[src/hw/rtl/msbr_pkg.sv]
// Shared constants for the multisample box resolve block.
package msbr_pkg;

  // Fixed field widths
  localparam int unsigned CH_W       = 8;   // one color channel
  localparam int unsigned POS_OUT_W  = 12;  // pixel_x / pixel_y on the output
  localparam int unsigned SC_W       = 5;   // sample_count register
  localparam int unsigned DIM_REG_W  = 13;  // frame_width / frame_height registers
  localparam int unsigned CFG_DATA_W = 13;  // widest register
  localparam int unsigned CFG_IDX_W  = 2;

  localparam int unsigned IN_DATA_W  = 3 * CH_W;
  localparam int unsigned OUT_DATA_W = 3 * CH_W + 2 * POS_OUT_W;

  // Register indexes
  localparam logic [CFG_IDX_W-1:0] CFG_SAMPLE_COUNT = 2'd0;
  localparam logic [CFG_IDX_W-1:0] CFG_FRAME_WIDTH  = 2'd1;
  localparam logic [CFG_IDX_W-1:0] CFG_FRAME_HEIGHT = 2'd2;

  // Register reset values
  localparam logic [SC_W-1:0]      SAMPLE_COUNT_RST = 5'd4;
  localparam logic [DIM_REG_W-1:0] FRAME_WIDTH_RST  = 13'd640;
  localparam logic [DIM_REG_W-1:0] FRAME_HEIGHT_RST = 13'd480;

endpackage

[src/hw/rtl/msbr_front.sv]
// Front end: config registers, per-pixel sample accumulation and pixel position.
module msbr_front #(
  parameter int unsigned MAX_SAMPLES = 16,
  parameter int unsigned MAX_DIM     = 4096,
  parameter int unsigned ENTRY_W     = 79
) (
  input  logic                             clk_i,
  input  logic                             rst_ni,
  input  logic                             cfg_we_i,
  input  logic [msbr_pkg::CFG_IDX_W-1:0]   cfg_idx_i,
  input  logic [msbr_pkg::CFG_DATA_W-1:0]  cfg_data_i,
  input  logic                             s_valid_i,
  output logic                             s_ready_o,
  input  logic [msbr_pkg::IN_DATA_W-1:0]   s_data_i,
  input  logic                             full_i,
  output logic                             push_o,
  output logic [ENTRY_W-1:0]               entry_o
);
  import msbr_pkg::*;

  localparam int unsigned CNT_W = $clog2(MAX_SAMPLES + 1);
  localparam int unsigned SUM_W = $clog2(255 * MAX_SAMPLES + 1);
  localparam int unsigned POS_W = (MAX_DIM > 1) ? $clog2(MAX_DIM) : 1;
  localparam int unsigned DIM_W = $clog2(MAX_DIM + 1);

  logic [SC_W-1:0]      sample_count_q;
  logic [DIM_REG_W-1:0] frame_width_q, frame_height_q;
  logic [CNT_W-1:0]     idx_q;
  logic [2:0][SUM_W-1:0] sum_q, sum_d;
  logic [POS_W-1:0]     col_q, row_q;

  logic [CNT_W-1:0] cnt_eff;
  logic [DIM_W-1:0] w_eff, h_eff;
  logic             fire, pixel_done, last_row, last_col;

  // Effective settings: zero acts as one, large values saturate
  always_comb begin
    if (sample_count_q == '0) begin
      cnt_eff = CNT_W'(1);
    end else if (32'(sample_count_q) > 32'(MAX_SAMPLES)) begin
      cnt_eff = CNT_W'(MAX_SAMPLES);
    end else begin
      cnt_eff = CNT_W'(sample_count_q);
    end
    if (frame_width_q == '0) begin
      w_eff = DIM_W'(1);
    end else if (32'(frame_width_q) > 32'(MAX_DIM)) begin
      w_eff = DIM_W'(MAX_DIM);
    end else begin
      w_eff = DIM_W'(frame_width_q);
    end
    if (frame_height_q == '0) begin
      h_eff = DIM_W'(1);
    end else if (32'(frame_height_q) > 32'(MAX_DIM)) begin
      h_eff = DIM_W'(MAX_DIM);
    end else begin
      h_eff = DIM_W'(frame_height_q);
    end
  end

  assign s_ready_o  = !full_i;
  assign fire       = s_valid_i && s_ready_o;
  assign pixel_done = ({1'b0, idx_q} + (CNT_W+1)'(1)) >= {1'b0, cnt_eff};
  assign last_row   = (DIM_W'(row_q) + DIM_W'(1)) >= h_eff;
  assign last_col   = (DIM_W'(col_q) + DIM_W'(1)) >= w_eff;

  always_comb begin
    for (int c = 0; c < 3; c++) begin
      sum_d[c] = sum_q[c] + SUM_W'(s_data_i[c*CH_W +: CH_W]);
    end
  end

  assign push_o  = fire && pixel_done;
  // {frame_end, y, x, count, red, green, blue sums}
  assign entry_o = {last_row && last_col, POS_OUT_W'(row_q), POS_OUT_W'(col_q), cnt_eff,
                    sum_d[2], sum_d[1], sum_d[0]};

  always_ff @(posedge clk_i or negedge rst_ni) begin
    if (!rst_ni) begin
      sample_count_q <= SAMPLE_COUNT_RST;
      frame_width_q  <= FRAME_WIDTH_RST;
      frame_height_q <= FRAME_HEIGHT_RST;
      idx_q          <= '0;
      sum_q          <= '0;
      col_q          <= '0;
      row_q          <= '0;
    end else begin
      if (cfg_we_i && cfg_idx_i == CFG_SAMPLE_COUNT) begin
        sample_count_q <= cfg_data_i[SC_W-1:0];
        idx_q          <= '0;   // restart pixel in progress
        sum_q          <= '0;
      end else if (fire) begin
        if (pixel_done) begin
          idx_q <= '0;
          sum_q <= '0;
          if (last_row) begin
            row_q <= '0;
            col_q <= last_col ? '0 : col_q + POS_W'(1);
          end else begin
            row_q <= row_q + POS_W'(1);
          end
        end else begin
          idx_q <= idx_q + CNT_W'(1);
          sum_q <= sum_d;
        end
      end
      if (cfg_we_i && cfg_idx_i == CFG_FRAME_WIDTH) begin
        frame_width_q <= cfg_data_i[DIM_REG_W-1:0];
      end
      if (cfg_we_i && cfg_idx_i == CFG_FRAME_HEIGHT) begin
        frame_height_q <= cfg_data_i[DIM_REG_W-1:0];
      end
    end
  end

  a_idx_below_count: assert property (@(posedge clk_i) disable iff (!rst_ni)
    idx_q < cnt_eff)
    else $error("sample index reached sample count");

  a_sum_bound: assert property (@(posedge clk_i) disable iff (!rst_ni)
    sum_q[0] <= SUM_W'(idx_q) * SUM_W'(255) &&
    sum_q[1] <= SUM_W'(idx_q) * SUM_W'(255) &&
    sum_q[2] <= SUM_W'(idx_q) * SUM_W'(255))
    else $error("running sum exceeds samples taken");

endmodule

[src/hw/rtl/msbr_fifo.sv]
// Small register queue between the accumulator and the divider.
module msbr_fifo #(
  parameter int unsigned WIDTH = 8,
  parameter int unsigned DEPTH = 2
) (
  input  logic             clk_i,
  input  logic             rst_ni,
  input  logic             push_i,
  input  logic [WIDTH-1:0] data_i,
  output logic             full_o,
  input  logic             pop_i,
  output logic [WIDTH-1:0] data_o,
  output logic             empty_o
);

  localparam int unsigned PTR_W = (DEPTH > 1) ? $clog2(DEPTH) : 1;
  localparam int unsigned CNT_W = $clog2(DEPTH + 1);

  logic [WIDTH-1:0] mem_q [DEPTH];
  logic [PTR_W-1:0] wr_ptr_q, rd_ptr_q;
  logic [CNT_W-1:0] count_q;

  assign full_o  = count_q == CNT_W'(DEPTH);
  assign empty_o = count_q == '0;
  assign data_o  = mem_q[rd_ptr_q];

  always_ff @(posedge clk_i) begin
    if (push_i) begin
      mem_q[wr_ptr_q] <= data_i;
    end
  end

  always_ff @(posedge clk_i or negedge rst_ni) begin
    if (!rst_ni) begin
      wr_ptr_q <= '0;
      rd_ptr_q <= '0;
      count_q  <= '0;
    end else begin
      if (push_i) begin
        wr_ptr_q <= (wr_ptr_q == PTR_W'(DEPTH - 1)) ? '0 : wr_ptr_q + PTR_W'(1);
      end
      if (pop_i) begin
        rd_ptr_q <= (rd_ptr_q == PTR_W'(DEPTH - 1)) ? '0 : rd_ptr_q + PTR_W'(1);
      end
      if (push_i && !pop_i) begin
        count_q <= count_q + CNT_W'(1);
      end else if (pop_i && !push_i) begin
        count_q <= count_q - CNT_W'(1);
      end
    end
  end

  a_no_overrun: assert property (@(posedge clk_i) disable iff (!rst_ni)
    !(push_i && full_o) && !(pop_i && empty_o))
    else $error("queue overrun or underrun");

endmodule

[src/hw/rtl/msbr_back.sv]
// Back end: shift-subtract divider for the three channels plus output register.
module msbr_back #(
  parameter int unsigned MAX_SAMPLES = 16,
  parameter int unsigned ENTRY_W     = 79
) (
  input  logic                             clk_i,
  input  logic                             rst_ni,
  input  logic                             empty_i,
  input  logic [ENTRY_W-1:0]               entry_i,
  output logic                             pop_o,
  output logic                             m_valid_o,
  input  logic                             m_ready_i,
  output logic [msbr_pkg::OUT_DATA_W-1:0]  m_data_o,
  output logic                             m_last_o
);
  import msbr_pkg::*;

  localparam int unsigned CNT_W = $clog2(MAX_SAMPLES + 1);
  localparam int unsigned SUM_W = $clog2(255 * MAX_SAMPLES + 1);

  localparam logic [1:0] ST_IDLE = 2'd0;
  localparam logic [1:0] ST_DIV  = 2'd1;
  localparam logic [1:0] ST_DONE = 2'd2;

  logic [1:0]            state_q;
  logic [2:0]            step_q;
  logic [2:0][SUM_W-1:0] rem_q;
  logic [2:0][CH_W-1:0]  quo_q;
  logic [CNT_W-1:0]      cnt_q;
  logic [POS_OUT_W-1:0]  x_q, y_q;
  logic                  last_q;
  logic                  out_valid_q, out_last_q;
  logic [OUT_DATA_W-1:0] out_data_q;

  logic [SUM_W-1:0]      div_d;
  logic [2:0]            ge;
  logic                  load_out;

  // Quotient fits 8 bits since each sum is at most 255 * count
  assign div_d = SUM_W'(cnt_q) << step_q;
  always_comb begin
    for (int c = 0; c < 3; c++) begin
      ge[c] = rem_q[c] >= div_d;
    end
  end

  assign pop_o    = (state_q == ST_IDLE) && !empty_i;
  assign load_out = (state_q == ST_DONE) && (!out_valid_q || m_ready_i);

  always_ff @(posedge clk_i or negedge rst_ni) begin
    if (!rst_ni) begin
      state_q <= ST_IDLE;
      step_q  <= '0;
    end else begin
      case (state_q)
        ST_IDLE: begin
          if (pop_o) begin
            state_q <= ST_DIV;
            step_q  <= 3'd7;
          end
        end
        ST_DIV: begin
          if (step_q == '0) begin
            state_q <= ST_DONE;
          end else begin
            step_q <= step_q - 3'd1;
          end
        end
        ST_DONE: begin
          if (load_out) begin
            state_q <= ST_IDLE;
          end
        end
        default: state_q <= ST_IDLE;
      endcase
    end
  end

  // Datapath, no reset needed
  always_ff @(posedge clk_i) begin
    if (pop_o) begin
      {last_q, y_q, x_q, cnt_q, rem_q[2], rem_q[1], rem_q[0]} <= entry_i;
      quo_q <= '0;
    end else if (state_q == ST_DIV) begin
      for (int c = 0; c < 3; c++) begin
        if (ge[c]) begin
          rem_q[c] <= rem_q[c] - div_d;
        end
        quo_q[c] <= {quo_q[c][CH_W-2:0], ge[c]};
      end
    end
    if (load_out) begin
      out_data_q <= {y_q, x_q, quo_q[2], quo_q[1], quo_q[0]};
      out_last_q <= last_q;
    end
  end

  always_ff @(posedge clk_i or negedge rst_ni) begin
    if (!rst_ni) begin
      out_valid_q <= 1'b0;
    end else if (load_out) begin
      out_valid_q <= 1'b1;
    end else if (m_ready_i) begin
      out_valid_q <= 1'b0;
    end
  end

  assign m_valid_o = out_valid_q;
  assign m_data_o  = out_data_q;
  assign m_last_o  = out_last_q;

  a_rem_bound: assert property (@(posedge clk_i) disable iff (!rst_ni)
    (state_q == ST_DIV) |->
      ((SUM_W+1)'(rem_q[0]) < ((SUM_W+1)'(cnt_q) << (4'(step_q) + 4'd1)) &&
       (SUM_W+1)'(rem_q[1]) < ((SUM_W+1)'(cnt_q) << (4'(step_q) + 4'd1)) &&
       (SUM_W+1)'(rem_q[2]) < ((SUM_W+1)'(cnt_q) << (4'(step_q) + 4'd1))))
    else $error("divider remainder out of range");

endmodule

[src/hw/rtl/multisample_box_resolve_unit.sv]
// Top level of the multisample box resolve: front accumulator, queue, back divider.
// Accepts one sample per cycle while the pixel queue has room.
// A pixel's result passes through the queue pop, an eight-step shift-subtract divide
//   and the output register after its last sample is taken.
// The divider takes a new pixel only once it has finished the last one;
//   the two-entry queue absorbs a pixel while the divider is busy.
// Reset (rst_ni low, asynchronous): registers to 4 / 640 / 480, sums, sample index
//   and position to zero, queue and output empty; no clearing pass.
module multisample_box_resolve_unit #(
  parameter int unsigned MAX_SAMPLES = 16,   // 1..64
  parameter int unsigned MAX_DIM     = 4096  // 16..4096
) (
  input  logic                             clk_i,
  input  logic                             rst_ni,
  // Config write port
  input  logic                             cfg_we_i,
  input  logic [msbr_pkg::CFG_IDX_W-1:0]   cfg_idx_i,
  input  logic [msbr_pkg::CFG_DATA_W-1:0]  cfg_data_i,
  // Sample stream
  input  logic                             s_axis_tvalid,
  output logic                             s_axis_tready,
  input  logic [msbr_pkg::IN_DATA_W-1:0]   s_axis_tdata,  // blue_sample, green_sample, red_sample
  // Pixel stream
  output logic                             m_axis_tvalid,
  input  logic                             m_axis_tready,
  output logic [msbr_pkg::OUT_DATA_W-1:0]  m_axis_tdata,  // blue_avg, green_avg, red_avg,
                                                          // pixel_x, pixel_y
  output logic                             m_axis_tlast   // frame_end
);
  import msbr_pkg::*;

  localparam int unsigned CNT_W       = $clog2(MAX_SAMPLES + 1);
  localparam int unsigned SUM_W       = $clog2(255 * MAX_SAMPLES + 1);
  // {frame_end, y, x, count, three sums}
  localparam int unsigned ENTRY_W     = 1 + 2 * POS_OUT_W + CNT_W + 3 * SUM_W;
  localparam int unsigned QUEUE_DEPTH = 2;

  logic               q_push, q_pop, q_full, q_empty;
  logic [ENTRY_W-1:0] q_wdata, q_rdata;

  // Accumulate samples into pixels, track position
  msbr_front #(
    .MAX_SAMPLES (MAX_SAMPLES),
    .MAX_DIM     (MAX_DIM),
    .ENTRY_W     (ENTRY_W)
  ) u_front (
    .clk_i      (clk_i),
    .rst_ni     (rst_ni),
    .cfg_we_i   (cfg_we_i),
    .cfg_idx_i  (cfg_idx_i),
    .cfg_data_i (cfg_data_i),
    .s_valid_i  (s_axis_tvalid),
    .s_ready_o  (s_axis_tready),
    .s_data_i   (s_axis_tdata),
    .full_i     (q_full),
    .push_o     (q_push),
    .entry_o    (q_wdata)
  );

  // Decouples sample intake from the divider
  msbr_fifo #(
    .WIDTH (ENTRY_W),
    .DEPTH (QUEUE_DEPTH)
  ) u_fifo (
    .clk_i   (clk_i),
    .rst_ni  (rst_ni),
    .push_i  (q_push),
    .data_i  (q_wdata),
    .full_o  (q_full),
    .pop_i   (q_pop),
    .data_o  (q_rdata),
    .empty_o (q_empty)
  );

  // Divide sums by count, register result
  msbr_back #(
    .MAX_SAMPLES (MAX_SAMPLES),
    .ENTRY_W     (ENTRY_W)
  ) u_back (
    .clk_i     (clk_i),
    .rst_ni    (rst_ni),
    .empty_i   (q_empty),
    .entry_i   (q_rdata),
    .pop_o     (q_pop),
    .m_valid_o (m_axis_tvalid),
    .m_ready_i (m_axis_tready),
    .m_data_o  (m_axis_tdata),
    .m_last_o  (m_axis_tlast)
  );

endmodule
[config.mk]
export PLATFORM = sky130hd
export DESIGN_NAME = multisample_box_resolve_unit
export DESIGN_NICKNAME = d
export VERILOG_FILES = /design/src/hw/rtl/msbr_pkg.sv /design/src/hw/rtl/msbr_front.sv /design/src/hw/rtl/msbr_fifo.sv /design/src/hw/rtl/msbr_back.sv /design/src/hw/rtl/multisample_box_resolve_unit.sv
export SDC_FILE = /design/constraint.sdc
export NUM_CORES = 1
export LEC_CHECK = 0
export ABC_AREA = 1
export BUFFER_PORTS_ARGS = -buffer_cell sky130_fd_sc_hd__buf_2
export CAP_MARGIN = 20
export CORE_ASPECT_RATIO = 0.7
export CORE_UTILIZATION = 49
export CTS_BUF_LIST = sky130_fd_sc_hd__clkbuf_4 sky130_fd_sc_hd__clkbuf_8
export DETAILED_ROUTE_END_ITERATION = 8
export GPL_ROUTABILITY_DRIVEN = 0
export PLACE_DENSITY = 0.66
export SYNTH_ARGS = -nofsm -noshare
export SYNTH_HDL_FRONTEND = slang
export SYNTH_SLANG_ARGS = --single-unit
[constraint.sdc]
create_clock -name clk_i -period 6.9 [get_ports clk_i]
set_input_delay 0 -clock clk_i [delete_from_list [all_inputs] [get_ports clk_i]]
set_output_delay 0 -clock clk_i [all_outputs]
set_load 0.005 [all_outputs]
Word-level counts from Yosys, hierarchy flattened
Memories as Yosys holds them, arrays and structs flattened.
Cells that the tools add are included.
{"block": "classes", "n_lt_le_gt_ge": 9, "shifts": 1, "addsub": 17, "eq_ne": 9, "muxes": 34, "reduce_logical": 38, "n_bitwise": 1}
{"op": "36-bit 2-to-1 mux", "n": 5}
{"op": "12-bit 2-to-1 mux", "n": 5}
{"op": "13-bit 2-to-1 mux", "n": 4}
{"op": "12-bit by 8-bit adder with 12-bit output", "n": 3}
{"op": "12-bit greater-or-equal comparator", "n": 3}
{"op": "12-bit subtractor", "n": 3}
{"op": "12-bit by 1-bit adder with 13-bit output (second input constant)", "n": 2}
{"op": "13-bit greater-or-equal comparator", "n": 2}
{"op": "13-bit greater-than comparator (second input constant)", "n": 2}
{"op": "13-bit logical NOT", "n": 2}
{"op": "5-bit 2-to-1 mux", "n": 5}
{"op": "12-bit by 1-bit adder with 12-bit output (second input constant)", "n": 2}
{"op": "2-bit nonzero test", "n": 8}
{"op": "5-bit by 3-bit << shifter with 12-bit output", "n": 1}
{"op": "1-bit logical AND", "n": 10}
{"op": "2-bit 2-to-1 mux", "n": 5}
{"op": "3-bit AND reduction", "n": 3}
{"op": "5-bit by 1-bit adder with 6-bit output (second input constant)", "n": 1}
{"op": "2-bit == test (second input constant)", "n": 3}
{"op": "6-bit by 5-bit greater-or-equal comparator with 1-bit output", "n": 1}
{"op": "2-bit logical NOT", "n": 3}
{"op": "1-bit 2-to-1 mux", "n": 6}
{"op": "3-bit 2-to-1 mux", "n": 2}
{"op": "2-bit case mux with 3 select lines", "n": 1}
{"op": "other kinds (17)", "n": 27}
{"block": "word_totals", "mem_count": 1, "output_inout_bits": 51, "ram_bits": 132, "regBits": 245}
{"name": "u_fifo.mem_q", "depth": 2, "word_bits": 66, "read_ports": 1, "rd_ports_with_merged_regs": 0, "write_ports": 1, "line_no": "msbr_fifo.sv:19", "source": "logic [WIDTH-1:0] mem_q [DEPTH];"}

Longest topological paths before layout
Gate-level depths: netlist of run 1.
{"block": "logic_depth", "depth_word": 9, "mapped_depth": 19}

Hierarchy
A second synthesis of run 1 with hierarchy kept.
{"block": "hier_totals", "hier_cells": 1985, "area_unflattened_um2": 19172.1}
{"module": "msbr_back", "seq_area_each_um2": 4083.9, "instances": 1, "area_each_um2": 7238.2, "cells_each": 769}
{"module": "msbr_front", "seq_area_each_um2": 2411.1, "instances": 1, "area_each_um2": 6851.6, "cells_each": 986}
{"module": "msbr_fifo", "seq_area_each_um2": 4063.9, "instances": 1, "area_each_um2": 5082.4, "cells_each": 230}

Worst setup path after synthesis of run 1
No wires, ideal clock.
{"block": "synth_timing", "path_type": "reg-to-reg", "start": "reg u_front.idx_q[0]", "end": "mem u_fifo.mem_q[1][0] (netlist name), enable pin", "t_required_ns": 6.408, "setup_slack_ns": 2.007, "synth_period_minus_slack_ns": 4.893, "arrival_ns": 4.402, "path_stages_with_launch": 11, "setup_time_ns": 0.492, "cell_sequence": "dfrtp_1 > ha_1 > nand3_1 > xor2_1 > inv_1 > ha_1 > and3_1 > nand2_1 > nand3_4 > nand2_1 > nor2_1"}
{"block": "synth_via", "elab_chain_cells": 5}
{"element": "from (decl)", "line_no": "msbr_front.sv:28", "source": "logic [CNT_W-1:0] idx_q;"}
{"element": "from (signal assigned)", "line_no": "msbr_front.sv:103", "source": "idx_q <= idx_q + CNT_W'(1);"}
{"element": "5-bit by 1-bit adder with 6-bit output", "line_no": "msbr_front.sv:63", "source": "assign pixel_done = ({1'b0, idx_q} + (CNT_W+1)'(1)) >= {1'b0, cnt_eff};"}
{"element": "6-bit by 5-bit greater-or-equal comparator with 1-bit output", "line_no": "msbr_front.sv:63"}
{"element": "1-bit logical AND", "line_no": "msbr_front.sv:73", "source": "assign push_o = fire && pixel_done;"}
{"element": "1-bit 2-to-1 mux", "line_no": "msbr_fifo.sv:28", "source": "if (push_i) begin"}
{"element": "1-bit 2-to-1 mux (not written as such)", "line_no": "msbr_fifo.sv:29", "source": "mem_q[wr_ptr_q] <= data_i;"}
{"element": "to (decl)", "line_no": "msbr_fifo.sv:19"}
No other way between the ends.

Worst setup path after layout of run 1
{"block": "layout_timing", "start": "reg u_front.idx_q[0]", "end": "mem u_fifo.mem_q[1][24] (netlist name), enable pin"}
Same word-level chain as after synthesis.

==> key figures, run 1 <==
Logic synthesis
  • Mux contribution to synthesized area: 0.00162
  • Post-synthesis adder-cell area fraction: 0.0718
  • Sequential fraction of the synthesis area: 0.568
  • Post-synth cell types: 46
  • Yosys reg bits: 377
  • Synth Area in XOR/XNOR: 0.0236
  • Average size of a mapped cell: 9.44 um^2
  • Ys async rst share: 0.281
  • Cells after Synth: 1,967
  • Post-synth EDFFs: 247
  • Synth Flop Type: edfxtp_1
  • Simple-gate share of the synthesized area: 0.216
  • Area of the mapped netlist: 18,600 um^2
  • Combinational family with the most area after synthesis: simple AND/OR/NAND/NOR gates
  • Synth Net Count: 2,114
  • Synth Area in Compound Gates: 0.0683
  • Synth Warn #: 0

Place
  • IO buf count: 94
  • Placed Instances: about 2,500
  • DP Wirelength: 29,100 um

Drt
  • WL final: 41,800 um
  • Final ANT Viol Nets: 0
  • Vias: approximately 14,000
  • Drt wl/cell: 15.8 um
  • Via density: around 5.2
  • Residual DRC: 0
  • Pre-antenna DRT Iters: 5
  • DRT iter0 DRCs: 1,237

Worst setup path
  • Crit-path slowest cell: nor2_4
  • Crit-path max FO: 39
  • Crit. End Element: flip-flop
  • Max incr delay on CP: 690 ps
  • Crit path cell chain: ha_1, nand3_1, xor2_1, inv_1, ha_1, and3_1, nand2_1, nand3_4, nand2_1, nor2_4, buf_4
  • Worst Setup Path Type: reg2reg
  • Critical path required time: 7160 ps
  • CP arrival: between 3000 and 4000 ps
  • Critical Path Start Type: flip-flop

Finish
  • Layout net count: between 2,000 and 2,500
  • Area Overhead vs Synth: 13.5%
  • Share of cells above drive strength 1: 0.112
  • Antenna cells: 0
  • Post-route insts no fill: 2,649
  • Fillcell total: 3,230

Pwr
  • Worst VDD drop: 0.230 mV
  • Portion of total power attributed to combinational logic: 0.437
  • Switching power: 0.00412 W
  • Switching Share: 0.412
  • Power Density: 474 nW/um^2
  • Leak: between 9 and 10 nW
  • Clock power share: 0.194
  • Share of power burned in registers: 0.369
  • Pint: around 0.0059 W

Timing
  • Final setup fails: 0
  • Setup TNS: 0 ps
  • Final period util: 0.508
  • Slew headroom: 0.267
  • Minimum clock period after layout: 3510 ps
  • Max Transition Viols Final: 0
  • Clock skew: 40.4 ps
  • Least-Margin Pin Slew: 1100 ps
  • Final Hold Fails: 0
  • Max Fclk: 285 MHz
  • RSZ-0062 raised after global routing: false

Clock network
  • TritonCTS clock tree: done
  • Post-CTS Resized: 0
  • Sinks on Clock Net: 377
  • CTS root buffer: clkbuf_8
  • Clk buf depth: 3
  • CTS clk-pin slew, worst paths: 60 ps
  • Postcts setup bufs: 0
  • Total CTS buffers: 57
  • CTS hold repair buffers: 33
  • H-tree depth: 2
  • Clk Latency, worst-skew pair: 660 ps

Global routing
  • Global-route wire length before repair: between 60,000 and 70,000 um
  • Number of global-route vias before repair: approximately 12,000
  • Initial antenna violation count: 0
  • Largest net degree at the start of global routing: 69
  • GRT Total Usage: 0.217
  • Total congestion overflow: 0

Floorplan
  • Num rows: around 60
  • Die X: 235 um
  • Initial core utilization: 0.498
  • Die ar.: approximately 39,000 um^2
  • Die Ht: ~160 um
  • I/O pin cnt: between 90 and 100
  • Core area: 37,300 um^2

Run
  • Max capacitance violation total: 0

Status
  • Status: completed

Hold path
  • Hold Path Class: in2reg
state kept, by name, summed over array words and instances, names as in the netlist, 3 cells and up:
signal                  count
u_back.cnt_q                5
u_back.m_data_o            48
u_back.quo_q               24
u_back.rem_q               36
u_back.step_q               3
u_back.x_q                 12
u_back.y_q                 12
u_fifo.mem_q              132
u_front.col_q              12
u_front.frame_height_q     13
u_front.frame_width_q      13
u_front.idx_q               5
u_front.row_q              12
u_front.sample_count_q      5
u_front.sum_q              36
metrics by stage:
step	total power [W]	area, um^2	util	hold WS [ps]	setup WS, ps
finish	0.00999	21100	0.566	43.8	3390
global route	0.0108	21100	0.566	50.4	3100
CTS	0.00999	21100	0.566	1.15	3350
detailed placement	0.00800	19500	0.524	27.1	3370
global placement	0.00787	19500	0.524	28.8	3440
floorplan	0.00689	18600	-	-296	2010
area by class of cell:
| class | count | area, um^2 | share of cell area |
|---|---|---|---|
| Sequential cell | 377 | 10600 | 0.501 |
| Multi-Input combinational cell | 1352 | 7110 | 0.337 |
| Clock buffer | 79 | 993 | 0.0471 |
| Timing Repair Buffer | 136 | 881 | 0.0418 |
| Inverter | 188 | 706 | 0.0335 |
| Tap cell | 488 | 611 | 0.0290 |
| Clock inverter | 29 | 223 | 0.0106 |
power groups by stage:
stage	clock network [W]	registers (W)	logic [W]
6_report	0.00194	0.00368	0.00436
5_1_grt	0.00207	0.00374	0.00496
3_3_place_gp	0	0.00370	0.00417
4_1_cts	0.00199	0.00368	0.00433
3_5_place_dp	0	0.00372	0.00428
2_1_floorplan	0	0.00361	0.00327
worst paths after layout:
| path | from | endpoint | slack (ps) | cells after the start |
|---|---|---|---|---|
| worst max-delay path | u_front.idx_q[0] | u_fifo.mem_q[1][24] | 3390 | 11 |
| worst min-delay path | s_axis_tvalid | u_front.row_q[2] | 40 | 6 |
| worst max register to register | u_front.idx_q[0] | u_fifo.mem_q[1][24] | 3390 | 11 |
| worst min register to register | u_back.x_q[8] | u_back.m_data_o[32] | 410 | 0 |
| max in group asynchronous | rst_ni | u_front.sum_q[29] | 5430 | 4 |
| min in group asynchronous | rst_ni | u_front.frame_width_q[9] | 540 | 3 |
routing by layer:
| layer | vias to the layer above | global-route usage | share of wire |
|---|---|---|---|
| met5 | - | 0 | 0 |
| met4 | 0 | 0.0580 | 0.019 |
| met3 | 65 | 0.0306 | 0.069 |
| met2 | 443 | 0.293 | 0.39 |
| met1 | 6386 | 0.356 | 0.53 |
| li1 | 6854 | - | - |
cell usage in the layout, fill, tap and decap left out, drive strengths merged, types with 7 or more instances in the layout:
cell type,instances
nand2,639
edfxtp,247
inv,188
nor2,160
o21ai,118
nand3,108
buf,104
dfrtp,99
ha,97
clkbuf,79
a21oi,59
xor2,37
dlygate4sd3,32
dfxtp,24
clkinv,24
nand4,21
nor3,14
a22o,14
xnor2,13
and2,8
a21o,8
or2,8
nor4,7
a31oi,7
o211ai,7
dfstp,7
synthesized netlist by cell type (2+ instances only):
| cell | instances | area share |
|---|---|---|
| clkbuf_1 | 27 | 0.0055 |
| nor2_2 | 2 | 0.00067 |
| inv_2 | 3 | 0.00061 |
| clkinv_1 | 2 | 0.00040 |
| xnor2_1 | 13 | 0.0061 |
| nand3_4 | 2 | 0.0019 |
| a22o_1 | 14 | 0.0066 |
| dfxtp_1 | 24 | 0.026 |
| buf_2 | 10 | 0.0027 |
| dfrtp_1 | 99 | 0.13 |
| or2_2 | 8 | 0.0027 |
| o21ai_1 | 12 | 0.0032 |
| nand3_1 | 104 | 0.028 |
| nor4_1 | 7 | 0.0024 |
| buf_1 | 7 | 0.0014 |
| nor3_1 | 14 | 0.0038 |
| nand3_2 | 2 | 0.0011 |
| a21boi_0 | 3 | 0.0012 |
| o21bai_1 | 5 | 0.0020 |
| nor2_1 | 155 | 0.031 |
| buf_4 | 3 | 0.0012 |
| o22ai_1 | 2 | 0.00067 |
| mux2i_1 | 3 | 0.0016 |
| xor2_1 | 37 | 0.017 |
| nand2_1 | 627 | 0.13 |
| o31ai_1 | 2 | 0.00081 |
| and2_1 | 8 | 0.0027 |
| a31oi_1 | 7 | 0.0024 |
| nand2_2 | 12 | 0.0040 |
| inv_1 | 183 | 0.037 |
| o21ai_0 | 106 | 0.029 |
| a21oi_1 | 59 | 0.016 |
| buf_6 | 3 | 0.0018 |
| edfxtp_1 | 247 | 0.40 |
| ha_1 | 97 | 0.065 |
| o211ai_1 | 7 | 0.0028 |
| dfstp_2 | 7 | 0.0099 |
| nand3b_1 | 2 | 0.00081 |
| nand4_1 | 21 | 0.0071 |
| nor2_4 | 3 | 0.0018 |
| fa_1 | 6 | 0.0065 |
| a21o_1 | 8 | 0.0032 |
worst max-delay path, delay by kind of cell, from the launching register on:
kind,cells,cell delay [ps]
xor+xnor,1,200
fa+ha+maj,2,540
buf+inv,2,640
flops,1,440
simple gates,6,1290
logic make-up after synthesis:
family | after synthesis
XOR/XNOR | 50
AO/OA/AOI/OAI | 227
multiplexers | 3
AND/OR/NAND/NOR | 969
adder cells (fa/ha/maj) | 103
flip-flops | 377
buffers and inverters | 238
No activity file was read; power rests on OpenSTA's default activity.
==> inputs of run 2 (changes only) <==
--- a/config.mk
+++ b/config.mk
@@ -5,7 +5,7 @@
 export SDC_FILE = /design/constraint.sdc
 export NUM_CORES = 1
 export LEC_CHECK = 0
-export ABC_AREA = 1
+export ABC_AREA = 0
 export BUFFER_PORTS_ARGS = -buffer_cell sky130_fd_sc_hd__buf_2
 export CAP_MARGIN = 20
 export CORE_ASPECT_RATIO = 0.7
==> constraint.sdc (replaced) <==
create_clock -name clk_i -period 3.3 [get_ports clk_i]
set_input_delay 0 -clock clk_i [delete_from_list [all_inputs] [get_ports clk_i]]
set_output_delay 0 -clock clk_i [all_outputs]
set_load 0.005 [all_outputs]
==> run 2 against run 1 <==
Clock-buffer cell count shrank 1. Die area shrank 3.6%. Maximum frequency grew 13%. Worst hold slack lost 29 ps. Via count shrank 13%. Critical endpoint is now u_back.rem_q[34]. Largest power group unchanged.
==> key figures, run 2 <==
Logic synthesis
  • Synth Warn #: 0
  • Count leader, synth: edfxtp_1
  • Cells after Synth: ~1,400
  • Post-synth top area share: 0.414
  • Main area contributors after synthesis: edfxtp_1 (41%), dfrtp_1 (14%), ha_1 (6.8%), mux2_2 (4.2%), dfxtp_1 (2.7%)
  • Synth Net Count: around 1,600
  • Sequential fraction of the synthesis area: 0.590
  • Post-synth EDFFs: 247
  • Post-synth cell types: 78
  • Yosys reg bits: 377
  • Average size of a mapped cell: 12.6 um^2
  • Post-synth top cells: edfxtp_1 (247), nand2_1 (125), dfrtp_1 (99)
  • Area of the mapped netlist: 17,900 um^2
  • Synth Flop Type: edfxtp_1
  • Post-synth top area cell: edfxtp_1
  • Ys async rst share: 0.281

Timing
  • Max Fclk: 322 MHz
  • Clock skew: 32.8 ps
  • Final setup fails: 0
  • Least-Margin Pin Slew: between 800 and 900 ps
  • Final Hold Fails: 0
  • Slew headroom: 0.442
  • Post-route setup slack: around 190 ps
  • Final period util: 0.942
  • Minimum clock period after layout: 3110 ps
  • Setup TNS: 0 ps
  • Max Transition Viols Final: 0

Clock network
  • CTS clk-pin slew, worst paths: ~70 ps
  • Clk buf depth: 3
  • Total CTS buffers: between 50 and 60
  • TritonCTS clock tree: done
  • Sinks on Clock Net: roughly 380
  • Clk Latency, worst-skew pair: between 600 and 700 ps
  • H-tree depth: 2
  • CTS root buffer: clkbuf_8

Run
  • Max capacitance violation total: 0

Global routing
  • Total congestion overflow: 0
  • Global-route wire length before repair: 62,000 um
  • Initial antenna violation count: 0
  • Number of global-route vias before repair: between 10,000 and 15,000
  • Largest net degree at the start of global routing: 91
  • GRT Total Usage: 0.215

Worst setup path
  • Reg2Reg Depth: 12
  • Crit-path slowest cell: dfrtp_2
  • CP arrival: 3500 ps
  • Flop2flop setup slack: 190 ps
  • Critical Path Start Type: flip-flop
  • Top cell family by delay on the critical path: compound AO/OA/AOI/OAI gates
  • Critical path required time: between 3000 and 4000 ps
  • Crit path cell chain: mux2_2, nand2_1, o21ai_0, o21ai_1, buf_4, ha_1, a21o_1, a21oi_2, o21bai_2, o311a_1, or3_1, a31o_1
  • R2R Path Start: u_back.step_q[1]
  • CP bufs+invs: 1
  • Crit-path max FO: 6
  • Crit. End Element: flip-flop
  • Max incr delay on CP: 430 ps
  • FF-to-FF End: u_back.rem_q[34]
  • Worst Setup Path Type: reg2reg

Drt
  • Pre-antenna DRT Iters: 5
  • Vias: 11,935
  • WL final: around 40,000 um
  • Final ANT Viol Nets: 0
  • DRT iter0 DRCs: 868
  • Residual DRC: 0
  • Drt wl/cell: 18.7 um
  • Via density: 5.57

Pwr
  • Worst VDD drop: 0.458 mV
  • Power Density: around 1000 nW/um^2
  • Leak: between 8 and 9 nW

Finish
  • Fillcell total: 2,895
  • Share of cells above drive strength 1: 0.219
  • Area Overhead vs Synth: 17.8%
  • Layout net count: 1,759
  • Commonest cells after routing, fill and taps aside: edfxtp_1 (247), nand2_1 (125), ha_1 (96), dfrtp_1 (95), buf_2 (93)
  • Post-layout util: 0.587
  • Post-route insts no fill: 2,141
  • Most common cell after layout, fill and taps aside: edfxtp_1
  • Register bank with the most flops: u_fifo.mem_q
  • Max reg flops: 132

Floorplan
  • Initial core utilization: 0.498
  • Die ar.: ~37,000 um^2
  • Die X: around 230 um
  • Die Ht: 162 um
  • Num rows: between 50 and 60
  • I/O pin cnt: 95
  • Core area: 35,900 um^2

Place
  • Placed Instances: between 1,500 and 2,000
  • IO buf count: 94
  • Pre-CTS WS: -105 ps
  • DP Wirelength: 27,400 um

Status
  • Status: completed

Hold path
  • Hold Path Class: in2async
-- run 2: cell types whose count changed in the layout (fill, tap and decap cells not counted), moves of 44 or more --
cell,before,now
inv_1,181,29
mux2_2,0,67
nand2_1,627,125
nand3_1,104,39
nor2_1,152,37
o21ai_0,106,62
-- run 2: logic make-up (layout without fill, tap and decap cells) --
group / count (synthesis) / after routing / synth area share
buf+inv: 83 / 324 / 0.0196
mux: 90 / 90 / 0.0550
other cells: 0 / 1 / 0
compound gates: 339 / 340 / 0.125
fa+ha+maj: 103 / 103 / 0.0745
xor+xnor: 68 / 68 / 0.0333
flops: 377 / 377 / 0.590
simple gates: 358 / 358 / 0.103
-- run 2: how the worst max path moves through the flow --
stage	from	to	slack, ps	cells after the start
finish	u_back.step_q[1]	u_back.rem_q[34]	190	12
global route	u_front.row_q[1]	u_front.col_q[1]	-10	13
CTS	u_front.row_q[1]	u_front.col_q[8]	20	13
detailed placement	u_back.step_q[1]	u_back.rem_q[10]	-100	12
global placement	u_back.step_q[1]	u_back.rem_q[0]	2	12
floorplan	u_front.idx_q[0]	u_fifo.mem_q[0][0]	60	8
-- run 2: per-stage QoR --
step / power (W) / hold slack [ps] / cell area, um^2
after floorplan: 0.0138 / -296 / 17900
after global placement: 0.0163 / 146 / 19300
after detailed placement: 0.0166 / 149 / 19300
after CTS: 0.0212 / 0.608 / 21000
after global routing: 0.0226 / 58.0 / 21100
final: 0.0212 / 14.6 / 21100
-- run 2: cell type report --
class / instances / area [um^2] / share of cell area
diodes: 1 / 2.50 / 0.000119
clock buffers: 78 / 992 / 0.0470
clock inverters: 28 / 349 / 0.0165
inverters: 31 / 116 / 0.00552
multi-input cells: 959 / 7070 / 0.335
flip-flops and latches: 377 / 10600 / 0.501
well taps: 480 / 601 / 0.0285
repair buffers: 187 / 1400 / 0.0662
-- run 2: routing by layer --
| layer | global-route usage | share of wire | wire length [um] |
|---|---|---|---|
| met1 | 0.363 | 0.53 | 21100 |
| met2 | 0.274 | 0.39 | 15500 |
| met3 | 0.0420 | 0.074 | 2960 |
| met4 | 0.0530 | 0.016 | 631 |
| met5 | 0 | 0 | 0 |
-- run 2: power breakdown --
group          leakage [nW]  internal, W  switching [W]  total, W
combinational          4.00      0.00383        0.00526   0.00909
clock                 0.694      0.00259        0.00184   0.00443
sequential             3.80      0.00691       0.000768   0.00768
-- run 2: timing repair --
| item | 4_1_cts | 5_1_grt |
|---|---|---|
| buffers inserted | 1 | 2 |
| hold buffers | 40 | 0 |
| endpoints found under the hold margin | 140 | 0 |
| gates cloned | 0 | 1 |
| gates resized for setup | 2 | 9 |
| setup endpoints to repair | 20 | 51 |
| pin swaps | 1 | 3 |
==> inputs of run 3 (changes only) <==
--- a/config.mk
+++ b/config.mk
@@ -7,8 +7,9 @@
 export LEC_CHECK = 0
 export ABC_AREA = 0
 export BUFFER_PORTS_ARGS = -buffer_cell sky130_fd_sc_hd__buf_2
-export CAP_MARGIN = 20
+export CAP_MARGIN = 10
 export CORE_ASPECT_RATIO = 0.7
+export CORE_MARGIN = 3
 export CORE_UTILIZATION = 49
 export CTS_BUF_LIST = sky130_fd_sc_hd__clkbuf_4 sky130_fd_sc_hd__clkbuf_8
 export DETAILED_ROUTE_END_ITERATION = 8
==> run 3 against run 2 <==
Combinational power down 0.8%. Non-clock buffer count down 5. Routed wire length about the same. Clock-buffer cell count up 2. Die area up 4.2%. Worst hold slack better by 26 ps. Design area down 0.82%.
==> key figures, run 3 (synthesis results as in run 2) <==
Finish
  • Multi-input logic area: 7060 um^2
  • Share of cells above drive strength 1: 0.218
  • Post-layout util: 0.592
  • Register area: 10,600 um^2
  • Max reg flops: around 130
  • Layout net count: ~1,800
  • Fillcell total: 2,898
  • Register bank with the most flops: u_fifo.mem_q
  • Most common cell after layout, fill and taps aside: edfxtp_1
  • Commonest cells after routing, fill and taps aside: edfxtp_1 (247), nand2_1 (125), dfrtp_1 (97), ha_1 (95), buf_2 (93)
  • Post-route insts no fill: 2,128
  • Final instance area: ~21,000 um^2
  • Area Overhead vs Synth: 16.9%

Worst setup path
  • Critical path required time: approximately 3600 ps
  • R2R Path Start: u_front.col_q[1]
  • Worst Setup Path Type: reg2reg
  • Crit. End Element: flip-flop
  • Critical path origin: u_front.col_q[1]
  • Crit-path max FO: 9
  • Critical Path Start Type: flip-flop
  • Reg2Reg Depth: 13
  • CP arrival: 3510 ps

Pwr
  • Worst VDD drop: about 0.51 mV
  • Switching power: 0.00788 W
  • Switching Share: 0.377
  • Leak: 8.43 nW
  • Portion of total power attributed to combinational logic: 0.432
  • Power Density: 998 nW/um^2
  • Clock power share: 0.199
  • Share of power burned in registers: 0.369
  • Pint: around 0.013 W

Clock network
  • Clk Latency, worst-skew pair: 620 ps
  • TritonCTS clock tree: done
  • Clk buf depth: 3
  • Total CTS buffers: 57
  • H-tree depth: 2
  • CTS root buffer: clkbuf_8
  • CTS clk-pin slew, worst paths: roughly 70 ps
  • Sinks on Clock Net: around 380

Floorplan
  • Num rows: 57
  • Die Ht: 166 um
  • Core area: 35,400 um^2
  • Die ar.: approximately 39,000 um^2
  • I/O pin cnt: 95
  • Die X: 234 um
  • Initial core utilization: 0.506

Timing
  • Final setup fails: 0
  • Final Hold Fails: 0
  • Clock skew: 20.6 ps
  • Slew headroom: 0.385
  • Least-Margin Pin Slew: 917 ps
  • Minimum clock period after layout: ~3200 ps
  • Max Fclk: 316 MHz
  • Max Transition Viols Final: 0
  • Final period util: 0.960
  • RSZ-0062 raised after global routing: false
  • WHS: 40.6 ps

Global routing
  • Global-route wire length before repair: 63,600 um
  • Initial antenna violation count: 0
  • Largest net degree at the start of global routing: 71
  • Number of global-route vias before repair: about 11,000
  • GRT Total Usage: 0.207
  • Total congestion overflow: 0

Hold path
  • Hold Path Depth: 3
  • Hold Path Class: in2reg
  • HP Start: s_axis_tdata[5]

Place
  • DP Wirelength: 27,500 um
  • Placement Cell Area: 19,200 um^2
  • Placed Instances: 1,979
  • IO buf count: 94

Drt
  • Pre-antenna DRT Iters: 5
  • Vias: 11,981
  • Via density: 5.63
  • DRT iter0 DRCs: 1,023
  • Drt wl/cell: 18.9 um
  • Final ANT Viol Nets: 0
  • WL final: 40,100 um
  • Residual DRC: 0

Run
  • Max capacitance violation total: 0

Status
  • Status: completed
-- run 3: repair_timing --
action / in CTS / in global routing
hold buffers: 37 / 0
endpoints found under the hold margin: 179 / 0
gates resized for setup: 1 / 9
setup endpoints to repair: 22 / 52
cloned: 0 / 0
pin swaps: 1 / 1
buffers inserted: 1 / 3
-- run 3: path summary, 6_finish.rpt --
check | slack (ps) | to
max | 130 | u_fifo.mem_q[1][65]
max in group asynchronous | 2410 | u_front.sum_q[27]
min | 40 | u_fifo.mem_q[0][5]
min in group asynchronous | 510 | u_front.frame_height_q[5]
min reg2reg | 410 | u_back.m_data_o[45]
max reg2reg | 130 | u_fifo.mem_q[1][65]
-- run 3: worst max-delay path: stages, from the launching register on --
cell,delay [ps]
dfrtp_1,440
ha_2,260
nand3_2,110
nor2_2,190
and3_1,200
and3_1,190
xnor2_1,150
inv_1,70
ha_1,310
a21oi_1,120
o21ai_0,90
o21ba_2,280
o31a_1,360
nor2_1,120
-- run 3: metal layers --
| metal | global-route usage | up-vias | share of wire |
|---|---|---|---|
| met5 | 0 | - | 0 |
| met2 | 0.267 | 374 | 0.39 |
| li1 | - | 5735 | - |
| met4 | 0.0423 | 0 | 0.013 |
| met3 | 0.0413 | 51 | 0.072 |
| met1 | 0.353 | 5821 | 0.53 |
-- run 3: stage by stage --
| stage | total power [W] | setup slack [ps] | TNS (ps) |
|---|---|---|---|
| 2_1_floorplan | 0.0138 | 57.2 | 0 |
| 3_3_place_gp | 0.0163 | 95.6 | 0 |
| 3_5_place_dp | 0.0165 | -54.3 | -762 |
| 4_1_cts | 0.0208 | 3.89 | 0 |
| 5_1_grt | 0.0223 | 6.98 | 0 |
| 6_report | 0.0209 | 132 | 0 |
-- run 3: cell type report --
class	count	area share
antenna	1	0.000120
clock buffer	80	0.0469
timing repair buffer	182	0.0642
multi-input combinational	958	0.338
sequential	377	0.505
tap	472	0.0282
clock inverter	27	0.0125
inverter	31	0.00556
-- run 3: power groups by stage --
stage	clock network, W	logic [W]	registers (W)
floorplan	0	0.00643	0.00740
global placement	0	0.00854	0.00774
detailed placement	0	0.00873	0.00778
CTS	0.00426	0.00889	0.00769
global route	0.00450	0.0100	0.00783
finish	0.00417	0.00902	0.00770
